File: config.mk
export PLATFORM = sky130hd
export DESIGN_NAME = infix_to_postfix_converter
export DESIGN_NICKNAME = d
export VERILOG_FILES = /design/src/hw/rtl/itp_pkg.sv /design/src/hw/rtl/itp_fifo.sv /design/src/hw/rtl/itp_front.sv /design/src/hw/rtl/itp_back.sv /design/src/hw/rtl/infix_to_postfix_converter.sv
export SDC_FILE = /design/constraint.sdc
export NUM_CORES = 2
export LEC_CHECK = 0
export ABC_AREA = 1
export BUFFER_PORTS_ARGS = -buffer_cell sky130_fd_sc_hd__buf_2
export CORE_MARGIN = 10
export CORE_UTILIZATION = 31
export DETAILED_ROUTE_END_ITERATION = 8
export GPL_TIMING_DRIVEN = 0
export MAX_ROUTING_LAYER = met4
export PLACE_DENSITY = 0.45
export REMOVE_ABC_BUFFERS = 1
export SYNTH_ARGS = -nofsm -noshare
export SYNTH_HDL_FRONTEND = slang
export SYNTH_HIERARCHICAL = 1
export SYNTH_SLANG_ARGS = --single-unit
File: constraint.sdc
create_clock -name i_clk -period 5.65 [get_ports i_clk]
set_clock_uncertainty 0.1 [all_clocks]
set_input_delay 0.2825 -clock i_clk [delete_from_list [all_inputs] [get_ports i_clk]]
set_output_delay 0.2825 -clock i_clk [all_outputs]
set_load 0.01 [all_outputs]
File: src/hw/rtl/itp_pkg.sv
// ============================================================================
// itp_pkg - shared types and constants of the infix-to-postfix converter
// Token classes, stack entry layout, result layout, operator precedence.
// ============================================================================
package itp_pkg;

    localparam int POS_W  = 6;
    localparam int ARG_W  = 6;
    localparam int PREC_W = 3;

    localparam int TOKQ_DEPTH = 4;
    localparam int RESQ_DEPTH = 4;

    localparam logic [ARG_W-1:0] ARG_MAX = 6'd63;

    localparam logic [3:0] KIND_STRING   = 4'd1;
    localparam logic [3:0] KIND_NUMBER   = 4'd2;
    localparam logic [3:0] KIND_VARIABLE = 4'd3;
    localparam logic [3:0] KIND_OPERATOR = 4'd4;
    localparam logic [3:0] KIND_FUNCTION = 4'd5;
    localparam logic [3:0] KIND_COMMA    = 4'd6;
    localparam logic [3:0] KIND_LEFT     = 4'd7;
    localparam logic [3:0] KIND_RIGHT    = 4'd8;

    localparam logic [7:0] CH_LT    = 8'h3C;
    localparam logic [7:0] CH_GT    = 8'h3E;
    localparam logic [7:0] CH_EQ    = 8'h3D;
    localparam logic [7:0] CH_MINUS = 8'h2D;
    localparam logic [7:0] CH_PLUS  = 8'h2B;
    localparam logic [7:0] CH_PCT   = 8'h25;
    localparam logic [7:0] CH_STAR  = 8'h2A;
    localparam logic [7:0] CH_SLASH = 8'h2F;
    localparam logic [7:0] CH_CARET = 8'h5E;

    typedef enum logic [2:0] {
        CLS_NONE,
        CLS_OPND,
        CLS_OPER,
        CLS_FUNC,
        CLS_COMMA,
        CLS_LEFT,
        CLS_RIGHT,
        CLS_OVFL
    } t_cls;

    typedef enum logic [1:0] {
        ECLS_OP   = 2'd0,
        ECLS_FUNC = 2'd1,
        ECLS_LEFT = 2'd2
    } t_ecls;

    typedef enum logic [1:0] {
        ST_EMIT   = 2'd0,
        ST_RPAREN = 2'd1,
        ST_OVFL   = 2'd2,
        ST_DONE   = 2'd3
    } t_status;

    typedef struct packed {
        t_cls              cls;
        logic [POS_W-1:0]  pos;
        logic [PREC_W-1:0] prec;
        logic              rassoc;
        logic              last;
    } t_tok;

    typedef struct packed {
        logic [PREC_W-1:0] prec;
        t_ecls             cls;
        logic [POS_W-1:0]  pos;
    } t_went;

    typedef struct packed {
        logic [POS_W-1:0] pos;
        logic [ARG_W-1:0] args;
        t_status          status;
    } t_emit;

    typedef struct packed {
        t_emit ent;
        logic  last;
    } t_res;

    function automatic logic [PREC_W-1:0] prec_of(input logic [7:0] ch);
        logic [PREC_W-1:0] p;
        case (ch)
            CH_LT, CH_GT, CH_EQ:      p = 3'd1;
            CH_MINUS, CH_PLUS:        p = 3'd2;
            CH_PCT, CH_STAR, CH_SLASH: p = 3'd3;
            CH_CARET:                 p = 3'd4;
            default:                  p = 3'd0;
        endcase
        return p;
    endfunction

endpackage

File: src/hw/rtl/itp_fifo.sv
// ============================================================================
// itp_fifo - small synchronous queue
// Register-based FIFO, DEPTH a power of two, head shown while not empty.
// ============================================================================
module itp_fifo #(
    parameter int WIDTH = 8,
    parameter int DEPTH = 4
) (
    input  logic             i_clk,
    input  logic             i_rst_n,
    input  logic             i_wr,
    input  logic [WIDTH-1:0] i_wdata,
    output logic             o_full,
    input  logic             i_rd,
    output logic [WIDTH-1:0] o_rdata,
    output logic             o_empty
);

    localparam int AW = $clog2(DEPTH);
    localparam int CW = $clog2(DEPTH + 1);

    logic [WIDTH-1:0] r_mem [DEPTH];
    logic [AW-1:0]    r_wptr;
    logic [AW-1:0]    r_rptr;
    logic [CW-1:0]    r_cnt;
    logic             wr_ok;
    logic             rd_ok;

    assign o_full  = (r_cnt == CW'(DEPTH));
    assign o_empty = (r_cnt == '0);
    assign wr_ok   = i_wr && !o_full;
    assign rd_ok   = i_rd && !o_empty;
    assign o_rdata = r_mem[r_rptr];

    always_ff @(posedge i_clk) begin
        if (!i_rst_n) begin
            r_wptr <= '0;
            r_rptr <= '0;
            r_cnt  <= '0;
        end else begin
            if (wr_ok) begin
                r_wptr <= r_wptr + AW'(1);
            end
            if (rd_ok) begin
                r_rptr <= r_rptr + AW'(1);
            end
            r_cnt <= r_cnt + CW'(wr_ok) - CW'(rd_ok);
        end
    end

    always_ff @(posedge i_clk) begin
        if (wr_ok) begin
            r_mem[r_wptr] <= i_wdata;
        end
    end

endmodule

File: src/hw/rtl/itp_front.sv
// ============================================================================
// itp_front - token intake and classification
// Numbers tokens, flags token-count overflow, decodes class and precedence.
// ============================================================================
module itp_front #(
    parameter int MAX_TOKENS = 64
) (
    input  logic          i_clk,
    input  logic          i_rst_n,
    input  logic          i_push,
    input  logic [3:0]    i_token_kind,
    input  logic [7:0]    i_op_char,
    input  logic          i_last_token,
    input  logic          i_q_full,
    output logic          o_q_wr,
    output itp_pkg::t_tok o_q_tok
);

    localparam int CW = $clog2(MAX_TOKENS + 1);
    localparam int PW = itp_pkg::POS_W;

    logic [CW-1:0] r_cnt;
    logic          accept;
    logic          ovf;

    assign accept = i_push && !i_q_full;
    assign ovf    = (r_cnt >= CW'(MAX_TOKENS));
    assign o_q_wr = accept;

    always_comb begin
        o_q_tok.pos    = PW'(r_cnt);
        o_q_tok.prec   = itp_pkg::prec_of(i_op_char);
        o_q_tok.rassoc = (i_op_char == itp_pkg::CH_CARET);
        o_q_tok.last   = i_last_token;
        case (i_token_kind)
            itp_pkg::KIND_STRING,
            itp_pkg::KIND_NUMBER,
            itp_pkg::KIND_VARIABLE: o_q_tok.cls = itp_pkg::CLS_OPND;
            itp_pkg::KIND_OPERATOR: o_q_tok.cls = itp_pkg::CLS_OPER;
            itp_pkg::KIND_FUNCTION: o_q_tok.cls = itp_pkg::CLS_FUNC;
            itp_pkg::KIND_COMMA:    o_q_tok.cls = itp_pkg::CLS_COMMA;
            itp_pkg::KIND_LEFT:     o_q_tok.cls = itp_pkg::CLS_LEFT;
            itp_pkg::KIND_RIGHT:    o_q_tok.cls = itp_pkg::CLS_RIGHT;
            default:                o_q_tok.cls = itp_pkg::CLS_NONE;
        endcase
        if (ovf) begin
            o_q_tok.cls = itp_pkg::CLS_OVFL;
        end
    end

    // counter saturates on overflow; a last token restarts numbering
    always_ff @(posedge i_clk) begin
        if (!i_rst_n) begin
            r_cnt <= '0;
        end else if (accept) begin
            if (i_last_token) begin
                r_cnt <= '0;
            end else if (!ovf) begin
                r_cnt <= r_cnt + CW'(1);
            end
        end
    end

endmodule

File: src/hw/rtl/itp_back.sv
// ============================================================================
// itp_back - shunting-yard execution unit
// Work stack, function stack and argument counts in memories; a sequencer
// pops and emits entries, stalling while the result queue is full, and holds
// back one result so the expression's final beat can be tagged.
// ============================================================================
module itp_back #(
    parameter int MAX_TOKENS = 64
) (
    input  logic          i_clk,
    input  logic          i_rst_n,
    input  itp_pkg::t_tok i_tok,
    input  logic          i_tok_empty,
    output logic          o_tok_pop,
    output logic          o_res_push,
    output itp_pkg::t_res o_res,
    input  logic          i_res_full
);

    localparam int DW    = $clog2(MAX_TOKENS + 1);
    localparam int AW    = $clog2(MAX_TOKENS);
    localparam int MDEP  = 1 << AW;
    localparam int AGW   = itp_pkg::ARG_W;

    typedef enum logic [2:0] {
        S_IDLE,
        S_EXEC,
        S_ARGWR,
        S_LOOP,
        S_FPOP,
        S_PAREN2,
        S_FIN
    } t_state;

    typedef enum logic [2:0] {
        M_FLUSH,
        M_COMMA,
        M_OP,
        M_RIGHT,
        M_PFUNC
    } t_mode;

    typedef enum logic {
        A_MARK,
        A_INC
    } t_amode;

    function automatic itp_pkg::t_emit mk_emit(
        input logic [itp_pkg::POS_W-1:0] pos,
        input logic [AGW-1:0]            args,
        input itp_pkg::t_status          status
    );
        itp_pkg::t_emit e;
        e.pos    = pos;
        e.args   = args;
        e.status = status;
        return e;
    endfunction

    t_state          r_state,  n_state;
    itp_pkg::t_tok   r_tok,    n_tok;
    logic [DW-1:0]   r_wdepth, n_wdepth;
    logic [DW-1:0]   r_fdepth, n_fdepth;
    logic            r_skip,   n_skip;
    t_mode           r_mode,   n_mode;
    t_amode          r_amode,  n_amode;
    logic [AW-1:0]   r_aaddr,  n_aaddr;
    logic            r_pend_v, n_pend_v;
    itp_pkg::t_emit  r_pend,   n_pend;

    itp_pkg::t_went  r_wmem [MDEP];
    logic [AW-1:0]   r_fmem [MDEP];
    logic [AGW-1:0]  r_amem [MDEP];
    itp_pkg::t_went  r_wtop;
    logic [AW-1:0]   r_ftop;
    logic [AGW-1:0]  r_ard;

    logic            w_we;
    itp_pkg::t_went  w_wd;
    logic [AW-1:0]   w_wa;
    logic [AW-1:0]   w_ra;
    logic            f_we;
    logic [AW-1:0]   f_wa;
    logic [AW-1:0]   f_wd;
    logic [AW-1:0]   f_ra;
    logic            a_we;
    logic [AW-1:0]   a_wa;
    logic [AGW-1:0]  a_wd;
    logic [AW-1:0]   a_ra;
    logic [DW-1:0]   wd_m1;
    logic [DW-1:0]   fd_m1;

    logic            e_v;
    itp_pkg::t_emit  e_data;
    logic            fin_push;
    itp_pkg::t_res   fin_data;
    logic            need_push;
    logic            stall;
    logic            pop_req;
    logic            have;
    t_state          tail_st;

    assign have    = (r_wdepth != '0);
    assign tail_st = r_tok.last ? S_LOOP : S_FIN;
    assign w_wa    = r_wdepth[AW-1:0];
    assign f_wa    = r_fdepth[AW-1:0];
    assign f_wd    = r_tok.pos[AW-1:0];
    assign a_ra    = (r_state == S_EXEC) ? r_ftop : r_wtop.pos[AW-1:0];
    assign wd_m1   = n_wdepth - DW'(1);
    assign fd_m1   = n_fdepth - DW'(1);
    assign w_ra    = wd_m1[AW-1:0];
    assign f_ra    = fd_m1[AW-1:0];

    always_comb begin
        n_state  = r_state;
        n_tok    = r_tok;
        n_wdepth = r_wdepth;
        n_fdepth = r_fdepth;
        n_skip   = r_skip;
        n_mode   = r_mode;
        n_amode  = r_amode;
        n_aaddr  = r_aaddr;
        n_pend_v = r_pend_v;
        n_pend   = r_pend;
        w_we     = 1'b0;
        w_wd.prec = '0;
        w_wd.cls  = itp_pkg::ECLS_OP;
        w_wd.pos  = r_tok.pos;
        f_we     = 1'b0;
        a_we     = 1'b0;
        a_wa     = r_aaddr;
        a_wd     = '0;
        e_v      = 1'b0;
        e_data   = r_pend;
        fin_push = 1'b0;
        fin_data.ent  = r_pend;
        fin_data.last = r_tok.last;
        pop_req  = 1'b0;
        o_tok_pop = 1'b0;

        case (r_state)
            S_IDLE: begin
                if (!i_tok_empty) begin
                    o_tok_pop = 1'b1;
                    n_tok     = i_tok;
                    n_state   = S_EXEC;
                end
            end
            S_EXEC: begin
                n_mode = M_FLUSH;
                if (r_skip) begin
                    n_state = S_FIN;
                end else begin
                    case (r_tok.cls)
                        itp_pkg::CLS_OVFL: begin
                            e_v     = 1'b1;
                            e_data  = mk_emit('0, '0, itp_pkg::ST_OVFL);
                            n_skip  = 1'b1;
                            n_state = S_FIN;
                        end
                        itp_pkg::CLS_OPND: begin
                            e_v    = 1'b1;
                            e_data = mk_emit(r_tok.pos, '0, itp_pkg::ST_EMIT);
                            if (r_fdepth != '0) begin
                                n_aaddr = r_ftop;
                                n_amode = A_MARK;
                                n_state = S_ARGWR;
                            end else begin
                                n_state = tail_st;
                            end
                        end
                        itp_pkg::CLS_FUNC: begin
                            a_we      = 1'b1;
                            a_wa      = r_tok.pos[AW-1:0];
                            a_wd      = '0;
                            f_we      = 1'b1;
                            n_fdepth  = r_fdepth + DW'(1);
                            w_we      = 1'b1;
                            w_wd.cls  = itp_pkg::ECLS_FUNC;
                            n_wdepth  = r_wdepth + DW'(1);
                            if (r_fdepth != '0) begin
                                n_aaddr = r_ftop;
                                n_amode = A_MARK;
                                n_state = S_ARGWR;
                            end else begin
                                n_state = tail_st;
                            end
                        end
                        itp_pkg::CLS_COMMA: begin
                            n_mode = M_COMMA;
                            if (r_fdepth != '0) begin
                                n_aaddr = r_ftop;
                                n_amode = A_INC;
                                n_state = S_ARGWR;
                            end else begin
                                n_state = S_LOOP;
                            end
                        end
                        itp_pkg::CLS_OPER: begin
                            n_mode  = M_OP;
                            n_state = S_LOOP;
                        end
                        itp_pkg::CLS_LEFT: begin
                            w_we     = 1'b1;
                            w_wd.cls = itp_pkg::ECLS_LEFT;
                            n_wdepth = r_wdepth + DW'(1);
                            n_state  = tail_st;
                        end
                        itp_pkg::CLS_RIGHT: begin
                            n_mode  = M_RIGHT;
                            n_state = S_LOOP;
                        end
                        default: begin
                            n_state = tail_st;
                        end
                    endcase
                end
            end
            S_ARGWR: begin
                a_wa = r_aaddr;
                if (r_amode == A_MARK) begin
                    a_we = (r_ard == '0);
                    a_wd = AGW'(1);
                end else begin
                    a_we = (r_ard != itp_pkg::ARG_MAX);
                    a_wd = r_ard + AGW'(1);
                end
                if (r_mode == M_COMMA) begin
                    n_state = S_LOOP;
                end else begin
                    n_mode  = M_FLUSH;
                    n_state = tail_st;
                end
            end
            S_LOOP: begin
                case (r_mode)
                    M_FLUSH: begin
                        if (have) begin
                            pop_req = 1'b1;
                        end else begin
                            n_state = S_FIN;
                        end
                    end
                    M_COMMA: begin
                        if (have && r_wtop.cls != itp_pkg::ECLS_LEFT) begin
                            pop_req = 1'b1;
                        end else begin
                            n_mode  = M_FLUSH;
                            n_state = tail_st;
                        end
                    end
                    M_RIGHT: begin
                        if (have && r_wtop.cls != itp_pkg::ECLS_LEFT) begin
                            pop_req = 1'b1;
                        end else if (!have) begin
                            e_v     = 1'b1;
                            e_data  = mk_emit(r_tok.pos, '0, itp_pkg::ST_RPAREN);
                            n_skip  = 1'b1;
                            n_state = S_FIN;
                        end else begin
                            n_wdepth = r_wdepth - DW'(1);
                            n_state  = S_PAREN2;
                        end
                    end
                    M_OP: begin
                        if (have && r_wtop.cls == itp_pkg::ECLS_OP &&
                            (r_tok.rassoc ? (r_tok.prec < r_wtop.prec)
                                          : (r_tok.prec <= r_wtop.prec))) begin
                            pop_req = 1'b1;
                        end else begin
                            w_we      = 1'b1;
                            w_wd.prec = r_tok.prec;
                            w_wd.cls  = itp_pkg::ECLS_OP;
                            n_wdepth  = r_wdepth + DW'(1);
                            n_mode    = M_FLUSH;
                            n_state   = tail_st;
                        end
                    end
                    default: begin
                        n_state = S_FIN;
                    end
                endcase
                if (pop_req) begin
                    if (r_wtop.cls == itp_pkg::ECLS_FUNC) begin
                        n_state = S_FPOP;
                    end else begin
                        e_v      = 1'b1;
                        e_data   = mk_emit(r_wtop.pos, '0, itp_pkg::ST_EMIT);
                        n_wdepth = r_wdepth - DW'(1);
                    end
                end
            end
            S_FPOP: begin
                e_v      = 1'b1;
                e_data   = mk_emit(r_wtop.pos, r_ard, itp_pkg::ST_EMIT);
                n_wdepth = r_wdepth - DW'(1);
                if (r_mode != M_FLUSH && r_fdepth != '0) begin
                    n_fdepth = r_fdepth - DW'(1);
                end
                if (r_mode == M_PFUNC) begin
                    n_mode  = M_FLUSH;
                    n_state = tail_st;
                end else begin
                    n_state = S_LOOP;
                end
            end
            S_PAREN2: begin
                if (have && r_wtop.cls == itp_pkg::ECLS_FUNC) begin
                    n_mode  = M_PFUNC;
                    n_state = S_FPOP;
                end else begin
                    n_mode  = M_FLUSH;
                    n_state = tail_st;
                end
            end
            S_FIN: begin
                fin_push = r_pend_v || r_tok.last;
                if (!r_pend_v) begin
                    fin_data.ent = mk_emit('0, '0, itp_pkg::ST_DONE);
                end
                n_pend_v = 1'b0;
                if (r_tok.last) begin
                    n_wdepth = '0;
                    n_fdepth = '0;
                    n_skip   = 1'b0;
                end
                n_state = S_IDLE;
            end
            default: begin
                n_state = S_IDLE;
            end
        endcase

        // one result held back; it leaves when the next arrives or when the token finishes
        if (e_v) begin
            n_pend_v = 1'b1;
            n_pend   = e_data;
        end
        need_push = (e_v && r_pend_v) || fin_push;
        stall     = need_push && i_res_full;
        if (stall) begin
            n_state   = r_state;
            n_tok     = r_tok;
            n_wdepth  = r_wdepth;
            n_fdepth  = r_fdepth;
            n_skip    = r_skip;
            n_mode    = r_mode;
            n_amode   = r_amode;
            n_aaddr   = r_aaddr;
            n_pend_v  = r_pend_v;
            n_pend    = r_pend;
            w_we      = 1'b0;
            f_we      = 1'b0;
            a_we      = 1'b0;
            o_tok_pop = 1'b0;
        end
        o_res_push = need_push && !i_res_full;
        if (fin_push) begin
            o_res = fin_data;
        end else begin
            o_res.ent  = r_pend;
            o_res.last = 1'b0;
        end
    end

    always_ff @(posedge i_clk) begin
        if (!i_rst_n) begin
            r_state  <= S_IDLE;
            r_wdepth <= '0;
            r_fdepth <= '0;
            r_skip   <= 1'b0;
            r_mode   <= M_FLUSH;
            r_amode  <= A_MARK;
            r_pend_v <= 1'b0;
        end else begin
            r_state  <= n_state;
            r_wdepth <= n_wdepth;
            r_fdepth <= n_fdepth;
            r_skip   <= n_skip;
            r_mode   <= n_mode;
            r_amode  <= n_amode;
            r_pend_v <= n_pend_v;
        end
        r_tok   <= n_tok;
        r_aaddr <= n_aaddr;
        r_pend  <= n_pend;
    end

    // stack memories track their top entry; a push bypasses the array
    always_ff @(posedge i_clk) begin
        if (w_we) begin
            r_wmem[w_wa] <= w_wd;
        end
        r_wtop <= w_we ? w_wd : r_wmem[w_ra];
    end

    always_ff @(posedge i_clk) begin
        if (f_we) begin
            r_fmem[f_wa] <= f_wd;
        end
        r_ftop <= f_we ? f_wd : r_fmem[f_ra];
    end

    always_ff @(posedge i_clk) begin
        if (a_we) begin
            r_amem[a_wa] <= a_wd;
        end
        r_ard <= r_amem[a_ra];
    end

endmodule

File: src/hw/rtl/infix_to_postfix_converter.sv
// ============================================================================
// infix_to_postfix_converter - shunting-yard token converter
// Classified tokens in, postfix token positions with argument counts out.
// ============================================================================
//
//  channel  handshake         ports                                   dir
//  -------  ----------------  --------------------------------------  ---
//  token    push / full       i_token_kind i_op_char i_last_token     in
//  result   empty / pop       o_out_position o_arg_count o_status     out
//                             o_last_result
//
//  Sequencer: a token is taken, decoded and finished; further steps are taken
//  for an arg-count update, each popped operator or paren, closing a pop loop
//  (operator, comma, right paren, last token) and a matched right paren, and a
//  popped function adds a loop and a pop step (the latter alone after a paren).
//  4-beat token and result queues decouple the sides; a full result queue
//  stalls the sequencer. Synchronous reset clears depths, counters, queues.
//
module infix_to_postfix_converter #(
    parameter int MAX_TOKENS = 64
) (
    input  logic       i_clk,
    input  logic       i_rst_n,
    input  logic       push,
    output logic       full,
    input  logic [3:0] i_token_kind,
    input  logic [7:0] i_op_char,
    input  logic       i_last_token,
    output logic       empty,
    input  logic       pop,
    output logic [5:0] o_out_position,
    output logic [5:0] o_arg_count,
    output logic [1:0] o_status,
    output logic       o_last_result
);

    localparam int TW = $bits(itp_pkg::t_tok);
    localparam int RW = $bits(itp_pkg::t_res);

    logic          q_wr;
    itp_pkg::t_tok q_tok;
    itp_pkg::t_tok q_head;
    logic          q_empty;
    logic          q_rd;
    logic          res_push;
    itp_pkg::t_res res_in;
    itp_pkg::t_res res_out;
    logic          res_full;

    itp_front #(
        .MAX_TOKENS (MAX_TOKENS)
    ) u_front (
        .i_clk        (i_clk),
        .i_rst_n      (i_rst_n),
        .i_push       (push),
        .i_token_kind (i_token_kind),
        .i_op_char    (i_op_char),
        .i_last_token (i_last_token),
        .i_q_full     (full),
        .o_q_wr       (q_wr),
        .o_q_tok      (q_tok)
    );

    itp_fifo #(
        .WIDTH (TW),
        .DEPTH (itp_pkg::TOKQ_DEPTH)
    ) u_tokq (
        .i_clk   (i_clk),
        .i_rst_n (i_rst_n),
        .i_wr    (q_wr),
        .i_wdata (q_tok),
        .o_full  (full),
        .i_rd    (q_rd),
        .o_rdata (q_head),
        .o_empty (q_empty)
    );

    itp_back #(
        .MAX_TOKENS (MAX_TOKENS)
    ) u_back (
        .i_clk       (i_clk),
        .i_rst_n     (i_rst_n),
        .i_tok       (q_head),
        .i_tok_empty (q_empty),
        .o_tok_pop   (q_rd),
        .o_res_push  (res_push),
        .o_res       (res_in),
        .i_res_full  (res_full)
    );

    itp_fifo #(
        .WIDTH (RW),
        .DEPTH (itp_pkg::RESQ_DEPTH)
    ) u_resq (
        .i_clk   (i_clk),
        .i_rst_n (i_rst_n),
        .i_wr    (res_push),
        .i_wdata (res_in),
        .o_full  (res_full),
        .i_rd    (pop),
        .o_rdata (res_out),
        .o_empty (empty)
    );

    assign o_out_position = res_out.ent.pos;
    assign o_arg_count    = res_out.ent.args;
    assign o_status       = res_out.ent.status;
    assign o_last_result  = res_out.last;

endmodule

* Word level (Yosys, flattened, before mapping)
Memories as Yosys holds them, arrays and structs flattened. A register that Yosys moved wholly into a read port is not among the register bits.
Cells that the tools add are included.
** Storage, ports and cells
- Bits in registers :: 64
- RAM bits :: 1588
- Memory bits (read-only) :: 48
- Input port bits :: 17
- Output and inout port bits :: 17
- Word-level logic and storage cells :: 269
- Memories kept :: 6
** Memory list
- u_back.r_wmem :: depth 64, bits a word 11, read ports 1, clocked after memory_dff 1, write ports 1, line itp_back.sv:71 : itp_pkg::t_went r_wmem [MDEP];
- u_back.r_amem :: depth 64, bits a word 6, read ports 1, clocked after memory_dff 1, write ports 1, line itp_back.sv:73 : logic [AGW-1:0] r_amem [MDEP];
- u_back.r_fmem :: depth 64, bits a word 6, read ports 1, clocked after memory_dff 1, write ports 1, line itp_back.sv:72 : logic [AW-1:0] r_fmem [MDEP];
- u_resq.r_mem :: depth 4, bits a word 15, read ports 1, clocked after memory_dff 1, write ports 1, line itp_fifo.sv:22 : logic [WIDTH-1:0] r_mem [DEPTH];
- u_tokq.r_mem :: depth 4, bits a word 14, read ports 1, clocked after memory_dff 1, write ports 1, line itp_fifo.sv:22
- (no name shown) :: depth 16, bits a word 3, read ports 1, clocked after memory_dff 0, write ports 0, line itp_front.sv:35 : case (i_token_kind)
** Cells by class
- Add/subtract/negate cells :: 16
- $lt $le $gt $ge :: 3
- Eq/ne operators :: 46
- Multiplexer cells :: 126
- Bitwise gates (word level) :: 3
- Reductions and logical operators :: 51
** Operators with widths (count)
- 14-bit 2-to-1 mux :: 8
- 7-bit 2-to-1 mux :: 16
- 8-bit by 6-bit == test with 1-bit output, second input constant :: 8
- 3-bit 2-to-1 mux :: 21
- 1-bit 2-to-1 mux :: 48
- 14-bit case mux with 3 select lines :: 1
- 6-bit 2-to-1 mux :: 6
- 3-bit case mux with 4 select lines :: 3
- 3-bit == test, second input constant :: 10
- 14-bit case mux with 2 select lines :: 1
- 7-bit case mux with 4 select lines :: 1
- 7-bit by 1-bit adder with 7-bit output, second input constant :: 3
- 7-bit case mux with 3 select lines :: 1
- 3-bit by 2-bit == test with 1-bit output, second input constant :: 6
- 3-bit case mux with 6 select lines :: 1
- 2-bit inequality test, second input constant :: 8
- 15-bit 2-to-1 mux :: 1
- 3-bit case mux with 5 select lines :: 1
- 7-bit case mux with 2 select lines :: 1
- 7-bit nonzero test :: 2
- 7-bit by 1-bit subtractor with 7-bit output, second input constant :: 2
- 1-bit logical AND :: 13
- 3-bit logical NOT :: 4
- 6-bit AND reduction :: 2
- 36 further kinds :: 77

* Longest topological paths before layout
- Depth in word-level cells :: 14
- Gate-level depth with buffers :: 35
- Depth with buffers taken out :: 27

* Hierarchy
The synthesis kept the hierarchy.
** By module, submodules not included
- itp_back :: instances 1, cells an instance 5296, area each 64245.4 um2, seq. area each 46044.2 um2
- itp_fifo (u_resq) :: instances 1, cells an instance 213, area each 2837.7 um2, seq. area each 1981.9 um2
- itp_fifo (u_tokq) :: instances 1, cells an instance 203, area each 2576.2 um2, seq. area each 1861.8 um2
- itp_front :: instances 1, cells an instance 99, area each 636.9 um2, seq. area each 140.1 um2

* Least setup slack after synthesis
Ideal clock, no wire load.
- Path type :: register to register
- From :: reg with a tool-made name
- To :: reg u_resq.r_cnt[2]
- Library setup time :: 0.115 ns
- Arrival :: 5.373 ns
- Data required time :: 5.435 ns
- Path slack :: 0.063 ns
- Stages on the path, launching flop included :: 34
- Clock period less this slack :: 5.587 ns
- Cells stage by stage :: dfxtp_1 -> buf_4 -> buf_6 -> buf_4 -> buf_4 -> buf_4 -> buf_4 -> buf_4 -> buf_2 -> clkbuf_1 -> nor2_1 -> o22ai_1 -> nor2_1 -> o221ai_1 -> o211ai_1 -> o21ai_1 -> inv_1 -> ha_1 -> nand2_1 -> or3b_2 -> a21oi_1 -> nand4_2 -> nand4_1 -> nand3_2 -> nand3_2 -> nand2_1 -> nor2_1 -> nand2_2 -> ha_1 -> inv_1 -> ha_1 -> fa_1 -> a21oi_1 -> nor2_1
** RTL lines
- to (signal assigned) :: line itp_fifo.sv:47 : r_cnt <= r_cnt + CW'(wr_ok) - CW'(rd_ok);
- to (decl) :: line itp_fifo.sv:25 : logic [CW-1:0] r_cnt;

==> parameters.txt <==
Parameter                              Value

Setup path
  Crit path kind ... reg2reg
  Kind of launch point of the worst setup path ... register
  Critical path data required time ... 6.12 ns
  CP arrival ... about 6.1 ns
  Worst-path maximum fanout ... 26
  Path depth of the worst reg2reg path ... 26
  Crit path capture type ... register

Flow run
  Max-cap violations ... 0

Timing
  Highest clock frequency the design can meet ... about 180 MHz
  Final Hold Vio Count ... 0
  Final period demand of the worst path ... ~5.6 ns
  Final hold slack ... 0.113 ns
  Number of slew-limit violations in the final report ... 0
  Crit path setup slack, layout ... 0.0204 ns
  Unrepaired setup endpoints after global routing ... no
  Max transition margin ... 0.190
  Least-Margin Pin Slew ... 1.21 ns
  Number of setup violations in the final report ... 0
  Final total negative setup slack ... 0 ns
  Share of the clock period used by the worst path after layout ... 0.996

Power
  VDD IR-drop max ... 0.512 mV
  Leakage ... 26.5 nW
  Power density normalized to cell area ... 565 nW/µm²

Worst hold path
  Class of the tightest hold or removal check ... in2reg
  Hold path depth ... 5

Die
  Die X-Extent ... a little under 500 µm
  Die height ... 496 µm
  Die footprint ... 246000 µm²
  Core region area ... 225000 µm²
  I/O Pins ... 34
  Starting utilization of the core area ... 0.312
  Number of cell rows ... 174

Placement
  Placer's final routability congestion estimate ... 0.814
  Detailed-placement wirelength estimate ... 120000 µm
  Placed instance count ... around 8600
  Count of buffers inserted at the top-level ports ... 33
  Setup WS pre-CTS ... -3.11 ns

Clock network
  Clock-pin slew on the worst setup and hold paths ... 0.06 ns
  Later-pin clock latency in the skew report ... 0.86 ns
  Number of buffers added by the clock tree synthesis step ... 182
  CTS H-tree depth ... 4
  Master cell of the clock root buffer ... sky130_fd_sc_hd__clkbuf_16
  Clock sink total ... about 1700
  Max clock buf depth ... 3
  CTS tree ... built

Logic synthesis
  Most numerous cell in the Yosys netlist ... sky130_fd_sc_hd__edfxtp_1
  Share of synthesized area occupied by flip-flops and latches ... 0.712
  Cell types with the largest area share after synthesis ... sky130_fd_sc_hd__edfxtp_1, sky130_fd_sc_hd__nor2_1, sky130_fd_sc_hd__o21ai_0, sky130_fd_sc_hd__nand3_1, sky130_fd_sc_hd__nand2_1
  Post-synth top area cell ... sky130_fd_sc_hd__edfxtp_1
  Number of enable flip-flop cells after synthesis ... 1622
  Total standard cell area after synthesis ... 70300 µm²
  Mapped Avg Cell Area ... 12.1 µm²
  Most instantiated flip-flop cell in the synthesis netlist ... sky130_fd_sc_hd__edfxtp_1
  Yosys Warn Count ... 6
  Number of cells produced by synthesis ... 5811
  Share of flip-flops with an asynchronous set or reset ... 0
  Cell types with the highest counts after synthesis ... sky130_fd_sc_hd__edfxtp_1, sky130_fd_sc_hd__nor2_1, sky130_fd_sc_hd__o21ai_0
  Fraction of post-synthesis cell area in the top cell type by area ... 0.693
  Netlist cell types ... 59
  Flop and latch count out of synthesis ... 1688

Final layout
  Fraction of layout cells with a size suffix above 1 ... 0.125
  Filler cells ... 21800
  Total area of sequential cells ... around 50000 µm²
  Footprint of the multi-input gates ... roughly 18000 µm²
  Number of standard cells in the final layout excluding fillers ... 9032
  Layout Utilization ... 0.370
  Layout-stage area growth over the synthesis result ... 18.5%
  Number of nets in the finished design ... 5946

GRT
  Tot GR Track Use ... 0.170
  Global-route wire length before repair ... between 300000 and 400000 µm
  Maximum number of pins on one net before global-route repair ... 99
  Initial antenna violation count ... 5
  Leftover overflow at the end of global routing ... 0
  Number of global-route vias before repair ... between 40000 and 50000

Status
  Result of the run ... finished, final reports clean

Drt
  Drt initial violations ... 4104
  Post-detailed-route via-to-cell ratio ... 5.17
  Iteration count of the initial detailed-routing pass ... 6
  Average wire per cell in the routed design ... 23.6 µm
  DRC viols ... 0
  Via count of the routed design ... 46700
  Routed wire length ... 213000 µm
  Final antenna-violating net count ... 0
cells in the final DEF (no fill, tap or decap), drive strengths merged, types with 7 or more instances in the layout:
cell,synthesis,layout
nand4,22,22
nand2,490,490
o21ai,746,748
dfxtp,66,66
bufbuf,0,18
dlygate4sd3,0,24
o211ai,199,199
buf,200,209
clkinv,5,78
o32ai,13,13
clkbuf,159,238
o221ai,33,33
inv,256,265
a21oi,40,40
xor2,14,14
nor3,20,20
or2,105,105
nand3,404,405
a211oi,7,7
o22ai,282,282
edfxtp,1622,1622
nor2,1059,1061
ha,25,25
layout make-up:
cell class                 instances  area share
timing repair buffer             257      0.0542
antenna                            3   0.0000902
multi-input combinational       3508       0.220
clock buffer                     232      0.0579
clock inverter                    87     0.00771
timing repair inverter             4    0.000451
inverter                         261      0.0131
sequential                      1688       0.601
tap                             2992      0.0450
what timing repair did:
item	in CTS	in global routing
hold buffers	25	0
endpoints found under the hold margin	60	0
gates cloned	22	12
setup endpoints to repair	1420	1286
buffers inserted	49	22
resized for setup	175	35
pin swaps	42	25
registers in the layout, indices dropped and copies added (netlist names), 3 cells and up, named ones only:
signal,count
u_back/r_fdepth,7
u_tokq/r_cnt,3
u_back/r_wmem,704
u_tokq/r_mem,56
u_back/r_state,3
u_back/r_fmem,384
u_back/r_amem,384
u_back/r_mode,3
u_back/r_tok,7
u_front/r_cnt,7
u_back/r_pend,14
u_back/r_wdepth,7
u_resq/r_mem,60
u_back/r_ard,6
u_resq/r_cnt,3
u_back/r_aaddr,6
u_back/f_wd,6
path summary, 6_finish.rpt:
path / startpoint / to / slack, ns
max: register / u_back/r_wmem[6][8] / 0.02
min: i_op_char[0] / u_tokq/r_mem[3][3] / 0.11
max reg2reg: register / u_back/r_wmem[6][8] / 0.02
min reg2reg: u_tokq/r_rptr[0] / register / 0.39
stage by stage:
| stage | total power [mW] | instance area, µm² |
|---|---|---|
| 5_1_grt | 49.6 | 83300 |
| 6_report | 47.0 | 83300 |
| 3_5_place_dp | 34.2 | 75000 |
| 3_3_place_gp | 31.3 | 72400 |
| 2_1_floorplan | 25.9 | 68500 |
| 4_1_cts | 46.8 | 82700 |
report_power, final:
part | total, mW | switching, mW | internal (mW)
combinational | 20.2 | 13.7 | 6.54
sequential | 15.6 | 0.745 | 14.9
clock | 11.2 | 4.91 | 6.28
worst max-delay path, cell delays in order, from the launching register on:
cell and delay, ns:
sky130_fd_sc_hd__dfxtp_4 0.38, sky130_fd_sc_hd__buf_16 0.17, sky130_fd_sc_hd__buf_16 0.18, sky130_fd_sc_hd__buf_16 0.17, sky130_fd_sc_hd__clkinv_16 0.09, sky130_fd_sc_hd__bufbuf_16 0.34
sky130_fd_sc_hd__o21ai_0 0.10, sky130_fd_sc_hd__o22ai_1 0.08, sky130_fd_sc_hd__nor2_1 0.14, sky130_fd_sc_hd__o22ai_1 0.15, sky130_fd_sc_hd__o211ai_1 0.44, sky130_fd_sc_hd__o21ai_2 0.19
sky130_fd_sc_hd__ha_1 0.31, sky130_fd_sc_hd__or3b_4 0.42, sky130_fd_sc_hd__a21oi_4 0.19, sky130_fd_sc_hd__buf_4 0.14, sky130_fd_sc_hd__nand3_2 0.17, sky130_fd_sc_hd__nand2_2 0.18
sky130_fd_sc_hd__inv_1 0.09, sky130_fd_sc_hd__nand2_2 0.23, sky130_fd_sc_hd__nand2_4 0.17, sky130_fd_sc_hd__inv_1 0.16, sky130_fd_sc_hd__nor2_4 0.09, sky130_fd_sc_hd__nand3_4 0.14
sky130_fd_sc_hd__buf_12 0.20, sky130_fd_sc_hd__nor2_4 0.07, sky130_fd_sc_hd__buf_12 0.19
metal layers:
metal  part of all wire  track usage  vias to the layer above  routed length [µm]
li1                   -            -                    21500                   -
met1               0.44        0.230                    23500               94800
met2               0.47        0.266                     1434              100000
met3              0.058       0.0237                      336               12300
met4              0.029       0.0522                        0                6090
met5                  0            -                        -                   0
cell families after synthesis:
family | share of synthesized area
compound gates | 0.114
buf+inv | 0.0401
flops | 0.712
fa+ha+maj | 0.00502
xor+xnor | 0.00199
simple gates | 0.127
No activity file was read; power rests on OpenSTA's default activity.
